<file path="src/hbd_pkg.sv">
// ----------------------------------------------------------------------------
// hbd_pkg: shared definitions of the HTTP/1 body deframer
// Holds the codes, the item types and the character helpers used by the
// deframer's modules.
// ----------------------------------------------------------------------------
package hbd_pkg;

	localparam int SIZE_BITS     = 32;
	localparam int HEADER_BUFFER = 20;

	localparam int CFG_DATA_W = 32;
	localparam int CFG_IDX_W  = 1;

	localparam logic [CFG_IDX_W-1:0] REG_BODY_MODE      = 1'd0;
	localparam logic [CFG_IDX_W-1:0] REG_CONTENT_LENGTH = 1'd1;

	localparam logic [1:0] MODE_UNTIL_CLOSE = 2'd0;
	localparam logic [1:0] MODE_FIXED       = 2'd1;
	localparam logic [1:0] MODE_CHUNKED     = 2'd2;

	localparam logic [1:0] OP_BYTE  = 2'd0;
	localparam logic [1:0] OP_CLOSE = 2'd1;
	localparam logic [1:0] OP_FAIL  = 2'd2;

	localparam logic [1:0] ST_CONTINUE = 2'd0;
	localparam logic [1:0] ST_ENDED    = 2'd1;
	localparam logic [1:0] ST_ERROR    = 2'd2;
	localparam logic [1:0] ST_IGNORED  = 2'd3;

	localparam logic [2:0] ERR_NONE       = 3'd0;
	localparam logic [2:0] ERR_EARLY_END  = 3'd1;
	localparam logic [2:0] ERR_NON_HEX    = 3'd2;
	localparam logic [2:0] ERR_TOO_LONG   = 3'd3;
	localparam logic [2:0] ERR_NO_LF      = 3'd4;
	localparam logic [2:0] ERR_OVERFLOW   = 3'd5;
	localparam logic [2:0] ERR_TAIL_NO_LF = 3'd6;
	localparam logic [2:0] ERR_LINK       = 3'd7;

	localparam logic [7:0] CH_ZERO = 8'h30;
	localparam logic [7:0] CH_LF   = 8'h0A;
	localparam logic [7:0] CH_CR   = 8'h0D;
	localparam logic [7:0] CH_SP   = 8'h20;
	localparam logic [7:0] CH_TAB  = 8'h09;

	typedef struct packed {
		logic [1:0] opcode;
		logic [7:0] data_byte;
	} item_t;

	typedef struct packed {
		logic       data_valid;
		logic [7:0] out_byte;
		logic [1:0] status;
		logic [2:0] error_code;
	} result_t;

	typedef struct packed {
		logic       ok;
		logic [3:0] val;
	} hex_t;

	function automatic logic is_lws(input logic [7:0] c);
		return (c == CH_SP) || (c == CH_TAB) || (c == CH_CR) || (c == CH_LF);
	endfunction

	function automatic hex_t hex_decode(input logic [7:0] c);
		hex_t h;
		h.ok  = 1'b1;
		h.val = 4'd0;
		if (c >= 8'h30 && c <= 8'h39) begin
			h.val = 4'(c - 8'h30);
		end else if (c >= 8'h61 && c <= 8'h66) begin
			h.val = 4'(c - 8'h57);
		end else if (c >= 8'h41 && c <= 8'h46) begin
			h.val = 4'(c - 8'h37);
		end else begin
			h.ok = 1'b0;
		end
		return h;
	endfunction

endpackage

</file>
<file path="src/hbd_if.sv">
// ----------------------------------------------------------------------------
// hbd_if: item channels of the HTTP/1 body deframer
// Valid/ready channels for the received items and for the result items.
// ----------------------------------------------------------------------------
interface hbd_in_if;
	logic       valid;
	logic       ready;
	logic [1:0] opcode;
	logic [7:0] data_byte;

	modport source (output valid, output opcode, output data_byte, input ready);
	modport sink   (input valid, input opcode, input data_byte, output ready);
	modport mon    (input valid, input opcode, input data_byte, input ready);
endinterface

interface hbd_out_if;
	logic       valid;
	logic       ready;
	logic       data_valid;
	logic [7:0] out_byte;
	logic [1:0] status;
	logic [2:0] error_code;

	modport source (output valid, output data_valid, output out_byte, output status,
		output error_code, input ready);
	modport sink   (input valid, input data_valid, input out_byte, input status,
		input error_code, output ready);
	modport mon    (input valid, input data_valid, input out_byte, input status,
		input error_code, input ready);
endinterface

</file>
<file path="src/http_body_deframer_top.sv">
// ----------------------------------------------------------------------------
// http_body_deframer_top: HTTP/1 message body deframer
// Passes the body bytes of a received stream through and reports the end of
// the body or a framing error, for until-close, fixed-length and chunked
// framing.
//
//   Channel   Direction  Handshake     Payload
//   in_ch     in         valid/ready   opcode, data_byte
//   out_ch    out        valid/ready   data_valid, out_byte, status, error_code
//   cfg       in         cfg_we        cfg_index, cfg_wdata
//
// One item is taken per cycle while the input register can take it; its
// result is presented once it has passed from the input register through
// the combinational framing logic into the result register. Reset clears
// all state and the valid flags of both registers. A stalled output holds
// its result, and the input keeps taking items until both registers are full.
// ----------------------------------------------------------------------------
module http_body_deframer_top #(
	parameter int SIZE_BITS     = hbd_pkg::SIZE_BITS,
	parameter int HEADER_BUFFER = hbd_pkg::HEADER_BUFFER
) (
	input  logic                            clk,
	input  logic                            arst_n,
	hbd_in_if.sink                          in_ch,
	hbd_out_if.source                       out_ch,
	input  logic                            cfg_we,
	input  logic [hbd_pkg::CFG_IDX_W-1:0]   cfg_index,
	input  logic [hbd_pkg::CFG_DATA_W-1:0]  cfg_wdata
);

	logic             valid_s1;
	hbd_pkg::item_t   item_s1;
	logic             advance;
	logic             out_free;
	hbd_pkg::result_t res;

	assign advance = valid_s1 && out_free;

	hbd_in_reg u_in_reg (
		.clk      (clk),
		.arst_n   (arst_n),
		.in_ch    (in_ch),
		.advance  (advance),
		.valid_s1 (valid_s1),
		.item_s1  (item_s1)
	);

	hbd_core #(
		.SIZE_BITS     (SIZE_BITS),
		.HEADER_BUFFER (HEADER_BUFFER)
	) u_core (
		.clk       (clk),
		.arst_n    (arst_n),
		.cfg_we    (cfg_we),
		.cfg_index (cfg_index),
		.cfg_wdata (cfg_wdata),
		.step      (advance),
		.item      (item_s1),
		.res       (res)
	);

	hbd_out_reg u_out_reg (
		.clk    (clk),
		.arst_n (arst_n),
		.load   (valid_s1),
		.res    (res),
		.free   (out_free),
		.out_ch (out_ch)
	);

endmodule

</file>
<file path="src/hbd_in_reg.sv">
// ----------------------------------------------------------------------------
// hbd_in_reg: input register stage
// Captures one received item per cycle while ready, and holds it until the core takes it.
// ----------------------------------------------------------------------------
module hbd_in_reg (
	input  logic            clk,
	input  logic            arst_n,
	hbd_in_if.sink          in_ch,
	input  logic            advance,
	output logic            valid_s1,
	output hbd_pkg::item_t  item_s1
);

	logic load;

	assign in_ch.ready = !valid_s1 || advance;
	assign load        = in_ch.valid && in_ch.ready;

	always_ff @(posedge clk or negedge arst_n) begin
		if (!arst_n) begin
			valid_s1 <= 1'b0;
		end else if (in_ch.ready) begin
			valid_s1 <= in_ch.valid;
		end
	end

	always_ff @(posedge clk) begin
		if (load) begin
			item_s1.opcode    <= in_ch.opcode;
			item_s1.data_byte <= in_ch.data_byte;
		end
	end

endmodule

</file>
<file path="src/hbd_core.sv">
// ----------------------------------------------------------------------------
// hbd_core: framing state machine
// Holds the configuration and the framing state, and works out the result
// of one item combinationally.
// ----------------------------------------------------------------------------
module hbd_core #(
	parameter int SIZE_BITS     = hbd_pkg::SIZE_BITS,
	parameter int HEADER_BUFFER = hbd_pkg::HEADER_BUFFER
) (
	input  logic                            clk,
	input  logic                            arst_n,
	input  logic                            cfg_we,
	input  logic [hbd_pkg::CFG_IDX_W-1:0]   cfg_index,
	input  logic [hbd_pkg::CFG_DATA_W-1:0]  cfg_wdata,
	input  logic                            step,
	input  hbd_pkg::item_t                  item,
	output hbd_pkg::result_t                res
);

	localparam int REM_W = (SIZE_BITS > 32) ? SIZE_BITS : 32;
	localparam int CNT_W = $clog2(HEADER_BUFFER + 1);

	typedef enum logic [3:0] {
		PH_START, PH_EOF, PH_FIXED, PH_LWS, PH_HEX,
		PH_TRAIL, PH_DATA, PH_TAIL0, PH_TAIL1, PH_DONE
	} phase_t;

	phase_t             phase_q, phase_d, eff_phase;
	logic [REM_W-1:0]   rem_q, rem_d, eff_rem;
	logic [CNT_W-1:0]   cnt_q, cnt_d, cnt_inc;
	logic               first_zero_q, first_zero_d;
	logic               ovf_q, ovf_d;
	logic [1:0]         body_mode_q;
	logic [31:0]        content_length_q;
	logic               early_end;
	hbd_pkg::hex_t      hv;
	logic [7:0]         c;
	phase_t             se_phase;
	logic [1:0]         se_status;
	logic [2:0]         se_err;

	always_ff @(posedge clk or negedge arst_n) begin
		if (!arst_n) begin
			body_mode_q      <= hbd_pkg::MODE_UNTIL_CLOSE;
			content_length_q <= '0;
		end else if (cfg_we) begin
			unique case (cfg_index)
				hbd_pkg::REG_BODY_MODE:      body_mode_q      <= cfg_wdata[1:0];
				hbd_pkg::REG_CONTENT_LENGTH: content_length_q <= cfg_wdata[31:0];
				default: ;
			endcase
		end
	end

	always_comb begin
		c   = item.data_byte;
		hv  = hbd_pkg::hex_decode(c);
		cnt_inc = cnt_q + CNT_W'(1);

		eff_phase = phase_q;
		eff_rem   = rem_q;
		early_end = 1'b0;
		if (phase_q == PH_START) begin
			unique case (body_mode_q)
				hbd_pkg::MODE_FIXED: begin
					eff_phase = PH_FIXED;
					eff_rem   = REM_W'(content_length_q);
					early_end = (content_length_q == 32'd0);
				end
				hbd_pkg::MODE_CHUNKED: eff_phase = PH_LWS;
				default:               eff_phase = PH_EOF;
			endcase
		end

		// Byte after the size digits or after trailing whitespace.
		se_phase  = eff_phase;
		se_status = hbd_pkg::ST_CONTINUE;
		se_err    = hbd_pkg::ERR_NONE;
		if (c == hbd_pkg::CH_LF) begin
			if (ovf_q) begin
				se_status = hbd_pkg::ST_ERROR;
				se_err    = hbd_pkg::ERR_OVERFLOW;
			end else begin
				se_phase = (rem_q != '0) ? PH_DATA : PH_TAIL0;
			end
		end else if (hbd_pkg::is_lws(c)) begin
			se_phase = PH_TRAIL;
		end else begin
			se_status = hbd_pkg::ST_ERROR;
			se_err    = hbd_pkg::ERR_NO_LF;
		end

		res          = '0;
		phase_d      = eff_phase;
		rem_d        = eff_rem;
		cnt_d        = cnt_q;
		first_zero_d = first_zero_q;
		ovf_d        = ovf_q;

		if (early_end) begin
			res.status = hbd_pkg::ST_ENDED;
		end else if (eff_phase == PH_DONE) begin
			res.status = hbd_pkg::ST_IGNORED;
		end else if (item.opcode != hbd_pkg::OP_BYTE) begin
			if (item.opcode == hbd_pkg::OP_CLOSE && eff_phase == PH_EOF) begin
				res.status = hbd_pkg::ST_ENDED;
			end else begin
				res.status     = hbd_pkg::ST_ERROR;
				res.error_code = (item.opcode == hbd_pkg::OP_CLOSE) ?
					hbd_pkg::ERR_EARLY_END : hbd_pkg::ERR_LINK;
			end
		end else begin
			unique case (eff_phase)
				PH_EOF: begin
					res.data_valid = 1'b1;
					res.out_byte   = c;
				end
				PH_FIXED, PH_DATA: begin
					res.data_valid = 1'b1;
					res.out_byte   = c;
					rem_d          = eff_rem - REM_W'(1);
					if (eff_rem == REM_W'(1)) begin
						if (eff_phase == PH_FIXED) begin
							res.status = hbd_pkg::ST_ENDED;
						end else begin
							phase_d = PH_LWS;
						end
					end
				end
				PH_LWS: begin
					if (!hbd_pkg::is_lws(c)) begin
						if (!hv.ok) begin
							res.status     = hbd_pkg::ST_ERROR;
							res.error_code = hbd_pkg::ERR_NON_HEX;
						end else begin
							rem_d        = REM_W'(hv.val);
							ovf_d        = 1'b0;
							cnt_d        = CNT_W'(1);
							first_zero_d = (c == hbd_pkg::CH_ZERO);
							phase_d      = PH_HEX;
						end
					end
				end
				PH_HEX: begin
					if (cnt_q == CNT_W'(1) && first_zero_q && c == hbd_pkg::CH_ZERO) begin
						phase_d = PH_HEX;
					end else if (!hv.ok) begin
						phase_d        = se_phase;
						res.status     = se_status;
						res.error_code = se_err;
					end else begin
						if (!ovf_q) begin
							if ((rem_q >> (SIZE_BITS - 4)) != '0) begin
								ovf_d = 1'b1;
							end else begin
								rem_d = {rem_q[REM_W-5:0], hv.val};
							end
						end
						cnt_d = cnt_inc;
						if (cnt_inc >= CNT_W'(HEADER_BUFFER)) begin
							res.status     = hbd_pkg::ST_ERROR;
							res.error_code = hbd_pkg::ERR_TOO_LONG;
						end
					end
				end
				PH_TRAIL: begin
					phase_d        = se_phase;
					res.status     = se_status;
					res.error_code = se_err;
				end
				PH_TAIL0: begin
					if (c == hbd_pkg::CH_CR) begin
						phase_d = PH_TAIL1;
					end else if (c == hbd_pkg::CH_LF) begin
						res.status = hbd_pkg::ST_ENDED;
					end else begin
						res.status     = hbd_pkg::ST_ERROR;
						res.error_code = hbd_pkg::ERR_TAIL_NO_LF;
					end
				end
				PH_TAIL1: begin
					if (c == hbd_pkg::CH_LF) begin
						res.status = hbd_pkg::ST_ENDED;
					end else begin
						res.status     = hbd_pkg::ST_ERROR;
						res.error_code = hbd_pkg::ERR_TAIL_NO_LF;
					end
				end
				default: ;
			endcase
		end

		if (res.status == hbd_pkg::ST_ENDED || res.status == hbd_pkg::ST_ERROR) begin
			phase_d = PH_DONE;
		end
	end

	always_ff @(posedge clk or negedge arst_n) begin
		if (!arst_n) begin
			phase_q      <= PH_START;
			rem_q        <= '0;
			cnt_q        <= '0;
			first_zero_q <= 1'b0;
			ovf_q        <= 1'b0;
		end else if (step) begin
			phase_q      <= phase_d;
			rem_q        <= rem_d;
			cnt_q        <= cnt_d;
			first_zero_q <= first_zero_d;
			ovf_q        <= ovf_d;
		end
	end

endmodule

</file>
<file path="src/hbd_out_reg.sv">
// ----------------------------------------------------------------------------
// hbd_out_reg: result register
// Holds one result item until the downstream side takes it.
// ----------------------------------------------------------------------------
module hbd_out_reg (
	input  logic              clk,
	input  logic              arst_n,
	input  logic              load,
	input  hbd_pkg::result_t  res,
	output logic              free,
	hbd_out_if.source         out_ch
);

	logic             valid_q;
	hbd_pkg::result_t res_q;

	assign free = !valid_q || out_ch.ready;

	always_ff @(posedge clk or negedge arst_n) begin
		if (!arst_n) begin
			valid_q <= 1'b0;
		end else if (free) begin
			valid_q <= load;
		end
	end

	always_ff @(posedge clk) begin
		if (load && free) begin
			res_q <= res;
		end
	end

	assign out_ch.valid      = valid_q;
	assign out_ch.data_valid = res_q.data_valid;
	assign out_ch.out_byte   = res_q.out_byte;
	assign out_ch.status     = res_q.status;
	assign out_ch.error_code = res_q.error_code;

endmodule

</file>
<file path="src/flat_wrapper.sv">
// flat-port wrapper written by rule: the top's interface ports become plain ports
module http_body_deframer_top_flat 
#(
	parameter int SIZE_BITS     = hbd_pkg::SIZE_BITS,
	parameter int HEADER_BUFFER = hbd_pkg::HEADER_BUFFER
)
  (clk, arst_n, cfg_we, cfg_index, cfg_wdata, in_ch_valid, in_ch_opcode, in_ch_data_byte, in_ch_ready, out_ch_valid, out_ch_data_valid, out_ch_out_byte, out_ch_status, out_ch_error_code, out_ch_ready);
  hbd_in_if in_ch_i ();
  hbd_out_if out_ch_i ();
  input  logic clk;
  input  logic arst_n;
  input  logic cfg_we;
  input  logic [hbd_pkg::CFG_IDX_W-1:0] cfg_index;
  input  logic [hbd_pkg::CFG_DATA_W-1:0] cfg_wdata;
  input wire logic [$bits(in_ch_i.valid)-1:0] in_ch_valid;
  input wire logic [$bits(in_ch_i.opcode)-1:0] in_ch_opcode;
  input wire logic [$bits(in_ch_i.data_byte)-1:0] in_ch_data_byte;
  output wire logic [$bits(in_ch_i.ready)-1:0] in_ch_ready;
  output wire logic [$bits(out_ch_i.valid)-1:0] out_ch_valid;
  output wire logic [$bits(out_ch_i.data_valid)-1:0] out_ch_data_valid;
  output wire logic [$bits(out_ch_i.out_byte)-1:0] out_ch_out_byte;
  output wire logic [$bits(out_ch_i.status)-1:0] out_ch_status;
  output wire logic [$bits(out_ch_i.error_code)-1:0] out_ch_error_code;
  input wire logic [$bits(out_ch_i.ready)-1:0] out_ch_ready;
  assign in_ch_i.valid = in_ch_valid;
  assign in_ch_i.opcode = in_ch_opcode;
  assign in_ch_i.data_byte = in_ch_data_byte;
  assign in_ch_ready = in_ch_i.ready;
  assign out_ch_valid = out_ch_i.valid;
  assign out_ch_data_valid = out_ch_i.data_valid;
  assign out_ch_out_byte = out_ch_i.out_byte;
  assign out_ch_status = out_ch_i.status;
  assign out_ch_error_code = out_ch_i.error_code;
  assign out_ch_i.ready = out_ch_ready;
  http_body_deframer_top #(.SIZE_BITS(SIZE_BITS), .HEADER_BUFFER(HEADER_BUFFER)) u_core (.clk(clk), .arst_n(arst_n), .in_ch(in_ch_i), .out_ch(out_ch_i), .cfg_we(cfg_we), .cfg_index(cfg_index), .cfg_wdata(cfg_wdata));
endmodule
</file>
<file path="config.mk">
export PLATFORM = sky130hd
export DESIGN_NAME = http_body_deframer_top_flat
export DESIGN_NICKNAME = d
export VERILOG_FILES = /design/src/hbd_pkg.sv /design/src/hbd_if.sv /design/src/http_body_deframer_top.sv /design/src/hbd_in_reg.sv /design/src/hbd_core.sv /design/src/hbd_out_reg.sv /design/src/flat_wrapper.sv
export SDC_FILE = /design/constraint.sdc
export NUM_CORES = 1
export LEC_CHECK = 0
export BUFFER_PORTS_ARGS = -buffer_cell sky130_fd_sc_hd__buf_2
export CORE_ASPECT_RATIO = 2
export CORE_UTILIZATION = 55
export CTS_CLUSTER_DIAMETER = 80
export DETAILED_ROUTE_END_ITERATION = 6
export PLACE_DENSITY_LB_ADDON = 0.3
export SETUP_SLACK_MARGIN = 0.05
export SYNTH_ARGS = -nofsm -noshare
export SYNTH_HDL_FRONTEND = slang
export SYNTH_HIERARCHICAL = 1
export SYNTH_SLANG_ARGS = --single-unit
</file>
<file path="constraint.sdc">
create_clock -name clk -period 3.94 [get_ports clk]
set_input_delay 0 -clock clk [delete_from_list [all_inputs] [get_ports clk]]
set_output_delay 0 -clock clk [all_outputs]
set_load 0.02 [all_outputs]
</file>
==> run metrics, run 1 <==
number of vias per cell after detailed routing 7.05; area added between synthesis and finish 18.8%; Leakage Power 3.15 nW; Total Neg Setup Slack 0 ns; Post-synth EDFFs 24; peak supply drop 0.297 mV; number of clock sinks seen by CTS 103; share of synthesized registers carrying an async set or reset 76.7%; number of buffers and inverters on the critical path 1; CP required 4.19 ns; instance count after placement with tap cells included 963; worst min-delay path category in2reg; Avg WL per Cell 24.7 um; ANT cells 0; starting density of the core 56.6%; critical path startpoint category register; clock tree root driver cell clkbuf_16; CTS Buf Count 9; port bufs 63; biggest fanout along the worst timing path 23; leading register cell type out of synthesis dfrtp_1; height of the die 160 um; I/O pin cnt 64; CP top delay family simple AND/OR/NAND/NOR gates; count of unique library cells instantiated by Yosys 83; most area-consuming cells after synthesis dfrtp_1, edfxtp_1, mux2_2; Netlist Area Pre-Place 0.00691 sq mm; sequential element share of the synthesized area 39.1%; wire length of the first global-routing pass 39.5 mm; flip-flop and latch count after synthesis 103; RSZ-0062 raised after global routing false; type of the worst setup path reg2reg; longest individual stage delay on the worst path 0.91 ns; total setup violations reported at the end of the flow 0; overflow left after global routing 0; core footprint 0.0122 sq mm; worst relative slew slack 12.1%; clock-pin slew of the registers on the worst-case setup and hold paths 0.08 ns; via count of the first global-routing pass 7316; Syn. warnings 6; maximum buffer depth of the clock tree 2; largest net degree at the start of global routing 57; Max Clock Skew 0.00988 ns; arrival time worst endpoint 3.90 ns; Final Net Count 930; Final Wtd Congestion 0.996; post-placement setup slack 0.387 ns; Post-Syn Nets 824; fraction of final layout cells sized beyond drive strength 1 18.8%; syn_area_per_cell 9.02 sq um; first-pass detailed-route iteration total 6; GRT Total Usage 41.3%; antenna violations before repair 0; final HPWL from detailed placement 17.8 mm; floorplan die area 0.0130 sq mm; Fmax achieved 0.274 GHz; cell type with the largest total area after synthesis dfrtp_1; total via count after detailed routing 7218; clock insertion delay at the later pin of the skew report 0.37 ns; portion of synthesized cell area occupied by the leading cell type 28.6%; violation count after the first detailed-route iteration 608; number of instances resized during post-cts repair 0; Cell Chain, Critical Path inv_1 > ha_1 > or3b_1 > or4_1 > or4_1 > and3_4 > and2_1 > o31a_1 > a2bb2oi_1; Final ANT Viol Nets 0; critical path endpoint category register; postcts setup bufs 0; CTS tree yes; DRC violation count after routing 0; Pins Over Slew Limit 0; pin slew with the least headroom to its limit 1.31 ns; Total Routed Length 25.3 mm; instance count of the mapped netlist 766; Placement Rows 57; Final Cycle Share 92.6%; CP dominant cell by count or4_1; Finished Layout Cells 1024; number of max-cap violations 0; outcome finished clean; slowest library cell on the worst path or4_1; Fin. Hold Viols 0; Final Util 67.3%; final period demand of the worst path 3.65 ns; number of levels in the clock H-tree 3; power density normalized to cell area 436 mW/mm^2; Setup WS post-layout 0.290 ns; floorplan die width 81.2 um; top-count cell post-synth dfrtp_1; commonest cells in the netlist dfrtp_1, nand2_1, nor2_1, nor3_1, a21oi_1
## tightest hold or removal path: stages
cell	delay, ns
buf_2	0.09
nor2b_1	0.06
mux2_2	0.21
## layer usage
layer	global-route usage [%]	part of all wire [%]
met5	0	0
met4	32.6	8.7
met3	9.66	7.8
met2	69.5	51
met1	42.1	32
## worst paths after layout
| check | from | endpoint | slack (ns) | depth (start not counted) |
|---|---|---|---|---|
| max | u_core/u_core/body_mode_q[1]$_DFFE_PN0P_ | u_core/u_core/rem_q[11]$_DFFE_PN0P_ | 0.29 | 9 |
| min | cfg_index | u_core/u_core/body_mode_q[0]$_DFFE_PN0P_ | 0.02 | 3 |
| max reg2reg | u_core/u_core/body_mode_q[1]$_DFFE_PN0P_ | u_core/u_core/rem_q[11]$_DFFE_PN0P_ | 0.29 | 9 |
| min reg2reg | u_core/u_core/first_zero_q$_DFFE_PN0P_ | u_core/u_core/first_zero_q$_DFFE_PN0P_ | 0.48 | 1 |
| max in group asynchronous | arst_n | u_core/u_core/ovf_q$_DFFE_PN0P_ | 2.81 | 3 |
| min in group asynchronous | arst_n | u_core/u_out_reg/out_ch.valid$_DFFE_PN0P_ | 0.11 | 2 |
## layout by cell type, fill, tap and decap left out, drive strengths merged, types with 8 or more instances in the layout
cell type    synthesis  routed
o21ai               42      42
dfrtp               79      79
edfxtp              24      24
nor4                10      10
and3                 8       8
mux2i               20      20
nand2               57      57
o211ai              11      11
nand2b              10      10
nor3                53      53
ha                  10      10
nand4               10      10
dlygate4sd3          0      45
inv                 23      27
nand3               22      22
a21oi               51      51
and2                21      21
a31oi               14      14
clkbuf              30       9
or4                 10      10
nor2                54      54
or3                 21      21
mux2                37      37
buf                 11      91
a211oi               8       8
o31ai               12      12
## cell type report
type / instances / area, sq um
Inverter: 23 / 86.3
Multi-Input combinational cell: 599 / 3960
Clock buffer: 9 / 225
Tap cell: 147 / 184
Fill cell: 986 / 3990
Clock inverter: 7 / 72.6
Timing Repair Buffer: 136 / 978
Sequential cell: 103 / 2700
## power breakdown
part | leakage (nW) | switching (mW) | internal [mW]
Sequential | 1.14 | 0.290 | 1.31
Combinational | 1.86 | 0.628 | 0.424
Clock | 0.143 | 0.477 | 0.450
Total | 3.15 | 1.40 | 2.18
## state kept, by name, summed over array words and instances (netlist names)
name	cells
u_core/u_out_reg/out_ch.valid	1
u_core/u_core/first_zero_q	1
u_core/u_core/cnt_q	5
u_core/u_out_reg/out_ch.out_byte	8
u_core/u_core/content_length_q	32
u_core/u_in_reg/valid_s1	1
u_core/u_out_reg/out_ch.data_valid	1
u_core/u_core/body_mode_q	2
u_core/u_core/rem_q	32
u_core/u_core/ovf_q	1
u_core/u_core/phase_q	4
u_core/u_out_reg/out_ch.error_code	3
u_core/u_out_reg/out_ch.status	2
u_core/u_in_reg/item_s1	10
## repair_timing
item | 4_1_cts | 5_1_grt
setup endpoints to repair | 0 | 0
hold endpoints to repair | 79 | 0
hold buffers | 45 | 0
## logic make-up after synthesis
kind of cell,Yosys count,share of synthesized area [%]
xor+xnor,3,0.381
buf+inv,64,3.75
compound gates,227,22.5
flops,103,39.1
fa+ha+maj,10,1.81
simple gates,302,23.6
mux,57,8.93
## metrics by stage
| step | cell area, sq um | total power [mW] | hold slack (ns) |
|---|---|---|---|
| 3_5_place_dp | 7460 | 2.57 | -0.0278 |
| 4_1_cts | 8210 | 3.52 | 0.0280 |
| 5_1_grt | 8210 | 3.72 | 0.0210 |
| 6_report | 8210 | 3.57 | 0.0175 |
| 3_3_place_gp | 7460 | 2.55 | -0.0434 |
| 2_1_floorplan | 6910 | 2.15 | -0.296 |
No activity file was read; power rests on OpenSTA's default activity.
==> run 2, diff against run 1 <==
--- a/config.mk
+++ b/config.mk
@@ -7,6 +7,7 @@
 export LEC_CHECK = 0
 export BUFFER_PORTS_ARGS = -buffer_cell sky130_fd_sc_hd__buf_2
 export CORE_ASPECT_RATIO = 2
+export CORE_MARGIN = 3
 export CORE_UTILIZATION = 55
 export CTS_CLUSTER_DIAMETER = 80
 export DETAILED_ROUTE_END_ITERATION = 6
==> constraint.sdc (replaced) <==
create_clock -name clk -period 3 [get_ports clk]
set_input_delay 0 -clock clk [delete_from_list [all_inputs] [get_ports clk]]
set_output_delay 0 -clock clk [all_outputs]
set_load 0.02 [all_outputs]
==> run 2 against run 1 <==
Net effect:
- utilization is 8.6 points higher
- combinational power is 61% higher
- the flow now finishes with violations (setup timing)
- clock power increased by 23%
- die area grew 7.5%
- non-clock buffer count grew 100
- register-to-register slack got worse by 0.29 ns
- wire length grew 10%
- critical endpoint is now u_core/u_core/rem_q[27]$_DFFE_PN0P_
- critical path depth increased by 1
- count of clock-buffer cells in the layout grew 3
- hold slack gained 0.044 ns
- via count rose by 7.7%
==> run metrics, run 2 (same netlist as run 1, synthesis figures left out) <==
registers with the most flip-flops u_core/u_core/content_length_q x32, u_core/u_core/rem_q x32, u_core/u_in_reg/item_s1 x10; GRT Total Usage 40.1%; Design Power 4.89 mW; largest net degree at the start of global routing 80; capture point of the critical path u_core/u_core/rem_q[27]$_DFFE_PN0P_; clock tree root driver cell clkbuf_16; number of clock sinks seen by CTS 103; Final Util 75.9%; M3 GR Usage 6.04%; CP required 3.21 ns; Total Neg Setup Slack -0.00337 ns; number of max-cap violations 0; power density normalized to cell area 529 mW/mm^2; total via count after detailed routing 7776; final HPWL from detailed placement 19.7 mm; clock insertion delay at the later pin of the skew report 0.35 ns; Setup WS post-layout -0.00239 ns; floorplan die width 85.2 um; port bufs 63; switching power total 1.85 mW; Fmax achieved 0.333 GHz; Internal Power 3.05 mW; overflow left after global routing 0; Max Clock Skew 0.0137 ns; Fin. Hold Viols 0; CTS tree yes; CTS Buf Count 9; summed area of non-filler cells in the final layout 0.00925 sq mm; Avg WL per Cell 24.6 um; global-route track usage on met1 38.6%; worst min-delay path category in2reg; launch point of the worst path u_core/u_core/body_mode_q[1]$_DFFE_PN0P_; Fin Hold WS 0.0619 ns; height of the die 164 um; part of the power in registers 42.2%; total setup violations reported at the end of the flow 2; combinational share of power 34.6%; Pins Over Slew Limit 0; type of the worst setup path reg2reg; area added between synthesis and finish 34.0%; violations in the final reports setup timing; clock-pin slew of the registers on the worst-case setup and hold paths 0.08 ns; Final Net Count 1033; number of levels in the clock H-tree 3; maximum buffer depth of the clock tree 2; pin slew with the least headroom to its limit 1.08 ns; switching part of the total power 37.8%; wire length of the first global-routing pass 42.8 mm; reg2reg end u_core/u_core/rem_q[27]$_DFFE_PN0P_; CP top delay family simple AND/OR/NAND/NOR gates; number of vias per cell after detailed routing 6.90; startpoint of the most critical register-to-register path u_core/u_core/body_mode_q[1]$_DFFE_PN0P_; Stages on worst setup path 10; startpoint of the tightest hold check path cfg_index; fraction of final layout cells sized beyond drive strength 1 31.3%; outcome finished, violations left; Placement Rows 57; first-pass detailed-route iteration total 7; RSZ-0062 raised after global routing true; number of buffers and inverters on the critical path 2; arrival time worst endpoint 3.21 ns; Global Route met2 Usage 74.5%; core footprint 0.0122 sq mm; Leakage Power 3.69 nW; Clock Power Share 23.3%; DRC violation count after routing 0; ANT cells 0; starting density of the core 56.6%; reg-to-reg setup timing slack -0.002 ns; Final Wtd Congestion 1.07; critical path endpoint category register; Cell Chain, Critical Path inv_2 > ha_4 > or3b_4 > or4_4 > or4_4 > buf_8 > nand2_4 > nor2_2 > a32oi_1 > o221ai_1; floorplan die area 0.0140 sq mm; biggest fanout along the worst timing path 9; cell depth of the worst flop-to-flop path 10; Total Routed Length 27.8 mm; worst relative slew slack 28.2%; I/O pin cnt 64; violation count after the first detailed-route iteration 599; final period demand of the worst path 3.00 ns; slowest library cell on the worst path or4_4; Final Cycle Share 100%; top library cells by usage in the layout, fill and taps aside buf_4, dfrtp_1, buf_2; post-placement cell area 0.00822 sq mm; Final ANT Viol Nets 0; most frequent standard cell in the layout excluding fill and tap cells buf_4; via count of the first global-routing pass 8112; busiest metal layer after global routing met2; longest individual stage delay on the worst path 0.55 ns; peak supply drop 0.369 mV; critical path startpoint category register; CP dominant cell by count or4_4; number of fill cells in the layout 889; antenna violations before repair 0
==> run 2: changes by cell type in the layout (fill, tap and decap cells not counted), sizes merged <==
cell and change:
clkinvlp +1, clkbuf +3, and3 +2, buf +100, inv -3, clkinv -1, nand3 +1
==> run 2: routing by layer <==
metal	wire, um	vias to the layer above
met4	2500	0
met3	1720	197
met1	8800	3739
met2	14800	461
met5	0	-
li1	-	3379
==> run 2: worst reg2reg max path, delay by kind of cell (launching register included) <==
kind,cells,cell delay (ns)
DFF,1,0.41
AOI/OAI and AO/OA,2,0.44
and+or+nand+nor,5,1.62
buffers and inverters,2,0.26
adders and majority gates,1,0.14
==> run 2: final cells by class <==
| class | count | area, sq um | area share, % |
|---|---|---|---|
| inverters | 23 | 86.3 | 0.933 |
| repair buffers | 236 | 1780 | 19.2 |
| clock inverters | 4 | 30.0 | 0.324 |
| flip-flops and latches | 103 | 2700 | 29.2 |
| well taps | 147 | 184 | 1.99 |
| clock buffers | 12 | 246 | 2.66 |
| multi-input cells | 602 | 4230 | 45.7 |
==> run 2: power by group through the flow <==
stage	sequential, mW	combinational (mW)	clock (mW)
after floorplan	2.00	0.856	0
after global placement	2.04	1.49	0
final	2.06	1.69	1.14
after detailed placement	2.05	1.52	0
after global routing	2.08	1.79	1.19
after CTS	2.03	1.61	1.14
==> run 2: timing repair <==
item	4_1_cts	5_1_grt
endpoints found under the hold margin	125	0
hold buffers	45	0
gates resized for setup	23	33
buffers inserted	5	4
endpoints found under the setup margin	38	40
pin swaps	7	9
gates cloned	2	1
==> run 2: worst min-delay path by stage <==
stage                                                     endpoint  slack [ns]  cells past startpoint
after global placement        u_core/u_in_reg/item_s1[4]$_DFFE_PP_        0.18                      1
after global routing      u_core/u_core/body_mode_q[0]$_DFFE_PN0P_        0.08                      3
after floorplan           u_core/u_core/body_mode_q[0]$_DFFE_PN0P_       -0.30                      0
after detailed placement      u_core/u_in_reg/item_s1[6]$_DFFE_PP_        0.18                      1
after CTS                 u_core/u_core/body_mode_q[0]$_DFFE_PN0P_        0.04                      3
final                     u_core/u_core/body_mode_q[0]$_DFFE_PN0P_        0.06                      3
==> run 2: through the flow <==
step                setup slack [ns]  cells
floorplan                     -0.186    766
global placement              -0.165   1055
detailed placement            -0.263   1055
CTS                           0.0254   1123
global route                 -0.0580   1127
finish                      -0.00239   1127
